## src/sv/rmth_pkg.sv

```systemverilog
package rmth_pkg;

    localparam int unsigned CAPACITY_DEF     = 1024;
    localparam int unsigned SAMPLE_WIDTH_DEF = 32;
    localparam int unsigned DATA_W           = 32;
    localparam int unsigned COUNT_W          = 11;

    // Command from the sequencer to a heap engine
    typedef enum logic [1:0] {
        HOP_NONE,
        HOP_PUSH,
        HOP_REPLACE
    } heap_op_t;

    // Status returned by a heap engine
    typedef struct packed {
        logic busy;
        logic done;
    } heap_stat_t;

endpackage

```

## src/sv/rmth_ctrl.sv

```systemverilog
// Per-item sequencer: classifies the sample, issues heap commands, forms the result.
module rmth_ctrl
    import rmth_pkg::*;
#(
    parameter int unsigned CAPACITY     = CAPACITY_DEF,
    parameter int unsigned SAMPLE_WIDTH = SAMPLE_WIDTH_DEF,
    parameter int unsigned LSW          = 10,
    parameter int unsigned USW          = 10
)
(
    input  logic                     clk,
    input  logic                     rst_n,
    input  logic                     in_valid,
    output logic                     in_stall,
    input  logic signed [DATA_W-1:0] sample,
    output logic                     out_valid,
    input  logic                     out_stall,
    output logic signed [DATA_W-1:0] median_value,
    output logic [COUNT_W-1:0]       sample_count,
    output logic                     overflow,
    output heap_op_t                 lo_op,
    output heap_op_t                 up_op,
    output logic signed [SAMPLE_WIDTH-1:0] lo_val,
    output logic signed [SAMPLE_WIDTH-1:0] up_val,
    output logic [LSW-1:0]           lo_size,
    output logic [USW-1:0]           up_size,
    input  logic signed [SAMPLE_WIDTH-1:0] lo_top,
    input  logic signed [SAMPLE_WIDTH-1:0] up_top,
    input  heap_stat_t               lo_stat,
    input  heap_stat_t               up_stat
);

    localparam int unsigned TW = $clog2(CAPACITY+1);

    typedef enum logic [1:0] {
        C_IDLE,
        C_FIRST,
        C_SECOND,
        C_RESULT
    } cstate_t;

    cstate_t                       state_reg;
    logic signed [SAMPLE_WIDTH-1:0] v_reg;
    logic signed [SAMPLE_WIDTH-1:0] med_reg;
    logic [LSW-1:0]                 lsize_reg;
    logic [USW-1:0]                 usize_reg;
    logic                           ovf_reg;
    logic                           second_lo_reg;
    logic                           second_up_reg;
    logic signed [SAMPLE_WIDTH-1:0] second_val_reg;
    logic                           out_valid_reg;
    logic signed [DATA_W-1:0]       med_out_reg;
    logic [COUNT_W-1:0]             cnt_out_reg;
    logic                           ovf_out_reg;
    logic signed [SAMPLE_WIDTH-1:0] v_in;
    logic [TW:0]                    total;
    logic                           heaps_idle;
    logic                           cmd_valid;
    logic                           result_load;
    heap_op_t                       lo_cmd;
    heap_op_t                       up_cmd;
    logic signed [SAMPLE_WIDTH-1:0] lo_cmd_val;
    logic signed [SAMPLE_WIDTH-1:0] up_cmd_val;

    assign v_in        = SAMPLE_WIDTH'(sample);
    assign total       = (TW+1)'(lsize_reg) + (TW+1)'(usize_reg);
    assign heaps_idle  = !lo_stat.busy && !up_stat.busy;
    // a waiting result only holds the next item in C_RESULT
    assign in_stall    = (state_reg != C_IDLE);
    assign result_load = (state_reg == C_RESULT) && heaps_idle && !(out_valid_reg && out_stall);

    // First command for the held sample
    always_comb
    begin
        lo_cmd     = HOP_NONE;
        up_cmd     = HOP_NONE;
        lo_cmd_val = v_reg;
        up_cmd_val = v_reg;
        if (v_reg > med_reg)
        begin
            if ((TW+1)'(usize_reg) == (TW+1)'(lsize_reg))
            begin
                if (usize_reg == '0 || !(v_reg > up_top))
                begin
                    lo_cmd = HOP_PUSH;
                end
                else
                begin
                    up_cmd = HOP_REPLACE;
                end
            end
            else
            begin
                up_cmd = HOP_PUSH;
            end
        end
        else
        begin
            if ((TW+1)'(lsize_reg) == (TW+1)'(usize_reg) + (TW+1)'(1))
            begin
                if (!(lo_top > v_reg))
                begin
                    up_cmd = HOP_PUSH;
                end
                else
                begin
                    lo_cmd = HOP_REPLACE;
                end
            end
            else
            begin
                lo_cmd = HOP_PUSH;
            end
        end
    end

    assign cmd_valid = (state_reg == C_FIRST) && heaps_idle && !ovf_reg;
    assign lo_op   = (state_reg == C_SECOND && heaps_idle && second_lo_reg) ? HOP_PUSH :
                     (cmd_valid ? lo_cmd : HOP_NONE);
    assign up_op   = (state_reg == C_SECOND && heaps_idle && second_up_reg) ? HOP_PUSH :
                     (cmd_valid ? up_cmd : HOP_NONE);
    assign lo_val  = (state_reg == C_SECOND) ? second_val_reg : lo_cmd_val;
    assign up_val  = (state_reg == C_SECOND) ? second_val_reg : up_cmd_val;
    assign lo_size = lsize_reg;
    assign up_size = usize_reg;

    // Item sequencer and output register
    always_ff @(posedge clk or negedge rst_n)
    begin
        if (!rst_n)
        begin
            state_reg      <= C_IDLE;
            v_reg          <= '0;
            med_reg        <= '0;
            lsize_reg      <= '0;
            usize_reg      <= '0;
            ovf_reg        <= 1'b0;
            second_lo_reg  <= 1'b0;
            second_up_reg  <= 1'b0;
            second_val_reg <= '0;
            out_valid_reg  <= 1'b0;
            med_out_reg    <= '0;
            cnt_out_reg    <= '0;
            ovf_out_reg    <= 1'b0;
        end
        else
        begin
            // result valid: set on load, cleared on transfer
            if (result_load)
            begin
                out_valid_reg <= 1'b1;
            end
            else if (out_valid_reg && !out_stall)
            begin
                out_valid_reg <= 1'b0;
            end
            unique case (state_reg)
                C_IDLE:
                begin
                    if (in_valid && !in_stall)
                    begin
                        v_reg     <= v_in;
                        ovf_reg   <= (total >= (TW+1)'(CAPACITY));
                        state_reg <= C_FIRST;
                    end
                end
                C_FIRST:
                begin
                    if (ovf_reg)
                    begin
                        state_reg <= C_RESULT;
                    end
                    else if (heaps_idle)
                    begin
                        if (lo_cmd == HOP_PUSH)
                        begin
                            lsize_reg <= lsize_reg + LSW'(1);
                        end
                        if (up_cmd == HOP_PUSH)
                        begin
                            usize_reg <= usize_reg + USW'(1);
                        end
                        // a replaced top moves to the other half next
                        second_lo_reg  <= (up_cmd == HOP_REPLACE);
                        second_up_reg  <= (lo_cmd == HOP_REPLACE);
                        second_val_reg <= (up_cmd == HOP_REPLACE) ? up_top : lo_top;
                        state_reg      <= C_SECOND;
                    end
                end
                C_SECOND:
                begin
                    if (heaps_idle)
                    begin
                        if (second_lo_reg)
                        begin
                            lsize_reg <= lsize_reg + LSW'(1);
                        end
                        if (second_up_reg)
                        begin
                            usize_reg <= usize_reg + USW'(1);
                        end
                        second_lo_reg <= 1'b0;
                        second_up_reg <= 1'b0;
                        if (!second_lo_reg && !second_up_reg)
                        begin
                            state_reg <= C_RESULT;
                        end
                    end
                end
                C_RESULT:
                begin
                    if (result_load)
                    begin
                        if (!ovf_reg)
                        begin
                            med_reg     <= lo_top;
                            med_out_reg <= DATA_W'(lo_top);
                        end
                        else
                        begin
                            med_out_reg <= DATA_W'(med_reg);
                        end
                        cnt_out_reg <= COUNT_W'(total);
                        ovf_out_reg <= ovf_reg;
                        state_reg   <= C_IDLE;
                    end
                end
                default:
                begin
                    state_reg <= C_IDLE;
                end
            endcase
        end
    end

    assign out_valid    = out_valid_reg;
    assign median_value = med_out_reg;
    assign sample_count = cnt_out_reg;
    assign overflow     = ovf_out_reg;

endmodule

```

## config.mk

```make
export PLATFORM = sky130hd
export DESIGN_NAME = rmth_ctrl
export DESIGN_NICKNAME = d
export VERILOG_FILES = /design/src/sv/rmth_pkg.sv /design/src/sv/rmth_ctrl.sv
export SDC_FILE = /design/constraint.sdc
export NUM_CORES = 1
export LEC_CHECK = 0
export ABC_CLOCK_PERIOD_IN_PS = 4900
export BUFFER_PORTS_ARGS = -buffer_cell sky130_fd_sc_hd__clkbuf_2
export CORE_MARGIN = 2
export CORE_UTILIZATION = 55
export DETAILED_ROUTE_END_ITERATION = 8
export PLACE_DENSITY = 0.87
export SETUP_SLACK_MARGIN = 0.1
export SYNTH_ARGS = -nofsm -noshare
export SYNTH_HDL_FRONTEND = slang
export SYNTH_SLANG_ARGS = --single-unit
```

## constraint.sdc

```tcl
create_clock -name clk -period 4.9 [get_ports clk]
set_input_delay 0.49 -clock clk [delete_from_list [all_inputs] [get_ports clk]]
set_output_delay 0.49 -clock clk [all_outputs]
set_load 0.005 [all_outputs]
```

==> results.sh <==
export IMPL_syn_cell_area_um2=9530
export IMPL_cts_max_path_buffers=2
export IMPL_num_vias=8375
export IMPL_initial_core_util=0.557
export IMPL_synth_top_family_by_area="compound AO/OA/AOI/OAI gates"
export IMPL_ir_drop_mv=0.327
export IMPL_core_um2=17100
export IMPL_clock_latency_ns=0.43
export IMPL_synth_compound_area_share=0.155
export IMPL_ys_warn_count=0
export IMPL_hold_violations=0
export IMPL_synth_cell_types=68
export IMPL_synth_adder_area_share=0.152
export IMPL_min_period_over_period=0.817
export IMPL_regArea_um2=3350
export IMPL_synth_area_leaders="dfrtp_1 (35%), ha_1 (15%), o21ai_0 (5.3%)"
export IMPL_grt_usage=0.280
export IMPL_rsz0062_at_grt="no"
export IMPL_rows=48
export IMPL_r2r_end="second_val_reg[12]"
export IMPL_drv_slew=0
export IMPL_period_needed_ns=4.00
export IMPL_rrSetupSlack_ns=1.36
export IMPL_synth_most_common_cell="dfrtp_1"
export IMPL_dpl_hpwl_mm=19.5
export IMPL_clockRootBuffer="clkbuf_16"
export IMPL_die_h_um=136
export IMPL_h_tree_depth=4
export IMPL_crit_required_ns=4.41
export IMPL_cts_tree="built"
export IMPL_overflow=0
export IMPL_yosys_area_share_simple=0.140
export IMPL_antenna_diode_count=0
export IMPL_drc=0
export IMPL_worstSetupPathType="reg2out"
export IMPL_status="finished clean"
export IMPL_yosys_top_cells_count="dfrtp_1 (134), nand2_1 (123), inv_1 (122), ha_1 (114), o21ai_0 (100)"
export IMPL_crit_fanout=4
export IMPL_final_antenna_net_count=0
export IMPL_clk_pin_slew_ns=0.07
export IMPL_synthMuxAreaShare=0.0796
export IMPL_yosys_register_bits=134
export IMPL_yosys_area_top_type="dfrtp_1"
export IMPL_cp_start_kind="register"
export IMPL_wl_per_cell_um=17.2
export IMPL_grt_pass1_wl_mm=40.3
export IMPL_nets=1481
export IMPL_finalSetupTns_ns=0
export IMPL_post_cts_buffers=0
export IMPL_synth_xor_area_frac=0.0294
export IMPL_place_ws_ns=1.29
export IMPL_p_leak_nw=5.86
export IMPL_r2r_start="lo_cmd_val[14]"
export IMPL_synth_flop_cell="dfrtp_1"
export IMPL_async_flop_share=1.00
export IMPL_routed_wl_mm=25.8
export IMPL_io_buffers=235
export IMPL_switching_power_mw=3.09
export IMPL_hold_buffers=0
export IMPL_cts_resized=0
export IMPL_clock_skew_final_ns=0.0156
export IMPL_cts_made_buffers=17
export IMPL_ys_seq_area_frac=0.352
export IMPL_synth_edf_count=0
export IMPL_grt_pass1_vias=7937
export IMPL_p_comb_frac=0.532
export IMPL_yosysTopAreaCellShare=0.352
export IMPL_r2r_cells=10
export IMPL_grt_max_degree=98
export IMPL_antenna_found_initial=0
export IMPL_cts_sinks=134
export IMPL_drtIter0Drc=569
export IMPL_cp_end_kind="output pin"
export IMPL_internal_power_mw=3.92
export IMPL_worst_slew_pin_slew_ns=0.944
export IMPL_hp_class="in2async"
export IMPL_synthCells=1073
export IMPL_finalSetupViolations=0
export IMPL_die_area_um2=18400
export IMPL_clockPowerShare=0.180
export IMPL_boundaryPins=238
export IMPL_die_w_um=136
export IMPL_avgSynthCellArea_um2=8.88
export IMPL_sw_frac_of_total=0.441
export IMPL_first_pass_iters=5
export IMPL_max_freq_mhz=250
export IMPL_p_seq_frac=0.288
export IMPL_slew_headroom=0.371
export IMPL_gp_congestion=0.911
export IMPL_drv_cap=0
export IMPL_power_density_nw_per_um2=624
export IMPL_fillCellCount=1400
export IMPL_viasPerCell=5.58
export IMPL_synth_nets=1292
export IMPL_setup_ws_ns=0.896
export IMPL_cp_arrival_ns=3.51
export IMPL_multi_input_area_um2=5300
export IMPL_drive_above_1_share=0.260
export IMPL_syn_to_final_growth_pct=17.7
[logic make-up after synthesis]
| logic type | after synthesis |
|---|---|
| mux | 71 |
| fa+ha+maj | 115 |
| flops | 134 |
| simple gates | 279 |
| buf+inv | 195 |
| compound gates | 247 |
| xor+xnor | 32 |
[metal layers]
layer  wire length, um  GRT usage  up-vias  part of all wire
met1             10800      0.365     3941              0.42
met3              1420     0.0382       49             0.055
met2             12900      0.474      310              0.50
li1                  -          -     4075                 -
met4               634      0.105        0             0.025
met5                 0          0        -                 0
[critical path, cell delays in order (launching register included)]
cell,delay [ns]
dfrtp_1,0.42
ha_1,0.35
nand4_1,0.24
nor4_1,0.70
a211o_1,0.30
a2111oi_2,0.10
nor2_1,0.42
nand2_1,0.11
o22ai_1,0.14
a32o_1,0.18
clkbuf_2,0.13
[layout by cell type (no fill, tap or decap), types with 6 or more instances in the layout]
| master | netlist | final |
|---|---|---|
| buf_4 | 32 | 8 |
| inv_6 | 0 | 6 |
| nand2_1 | 123 | 123 |
| mux2i_1 | 33 | 33 |
| nor4_1 | 7 | 7 |
| clkbuf_2 | 0 | 234 |
| o21ai_0 | 100 | 100 |
| xnor2_1 | 26 | 26 |
| ha_1 | 114 | 113 |
| and3_1 | 13 | 12 |
| inv_1 | 122 | 122 |
| nor2_1 | 51 | 50 |
| a31oi_1 | 6 | 6 |
| mux2_2 | 36 | 36 |
| nand3_1 | 25 | 25 |
| dfrtp_1 | 134 | 134 |
| nand4_1 | 21 | 21 |
| a21oi_1 | 86 | 86 |
| nor3_1 | 7 | 7 |
| xor2_1 | 6 | 6 |
| clkbuf_16 | 0 | 17 |
[per-stage QoR]
stage,utilization,power (mW),cells,hold WS [ns],area (um2)
6_report,0.655,7.00,1500,0.155,11200
5_1_grt,0.655,7.58,1500,0.250,11200
4_1_cts,0.655,7.00,1500,0.210,11200
3_5_place_dp,0.621,5.70,1468,0.473,10600
3_3_place_gp,0.621,5.53,1468,0.462,10600
2_1_floorplan,-,4.55,1073,0.194,9530
[power by group through the flow]
| stage | clock (mW) | sequential [mW] | combinational, mW |
|---|---|---|---|
| floorplan | 0 | 1.92 | 2.63 |
| global placement | 0 | 1.99 | 3.53 |
| detailed placement | 0 | 2.02 | 3.67 |
| CTS | 1.27 | 2.01 | 3.72 |
| global route | 1.32 | 2.08 | 4.18 |
| finish | 1.26 | 2.02 | 3.73 |
[how the worst max path moves through the flow]
stage / to / start / cells past startpoint / slack [ns]
floorplan: up_op[1] / up_top[14] / 11 / 1.63
global placement: lo_op[1] / lo_top[15] / 11 / 1.31
detailed placement: lo_op[1] / lo_top[15] / 11 / 1.29
CTS: lo_op[0] / lo_cmd_val[14] / 10 / 0.99
global route: lo_op[1] / lo_cmd_val[15] / 11 / 0.77
finish: lo_op[0] / lo_cmd_val[14] / 10 / 0.90
[final cells by class]
| type | count | area share |
|---|---|---|
| Timing Repair Buffer | 243 | 0.111 |
| Sequential cell | 134 | 0.299 |
| Clock buffer | 18 | 0.0392 |
| Tap cell | 225 | 0.0251 |
| Multi-Input combinational cell | 744 | 0.473 |
| Inverter | 122 | 0.0408 |
| Clock inverter | 14 | 0.0124 |
Note: power is estimated with default switching activity, not from simulation.
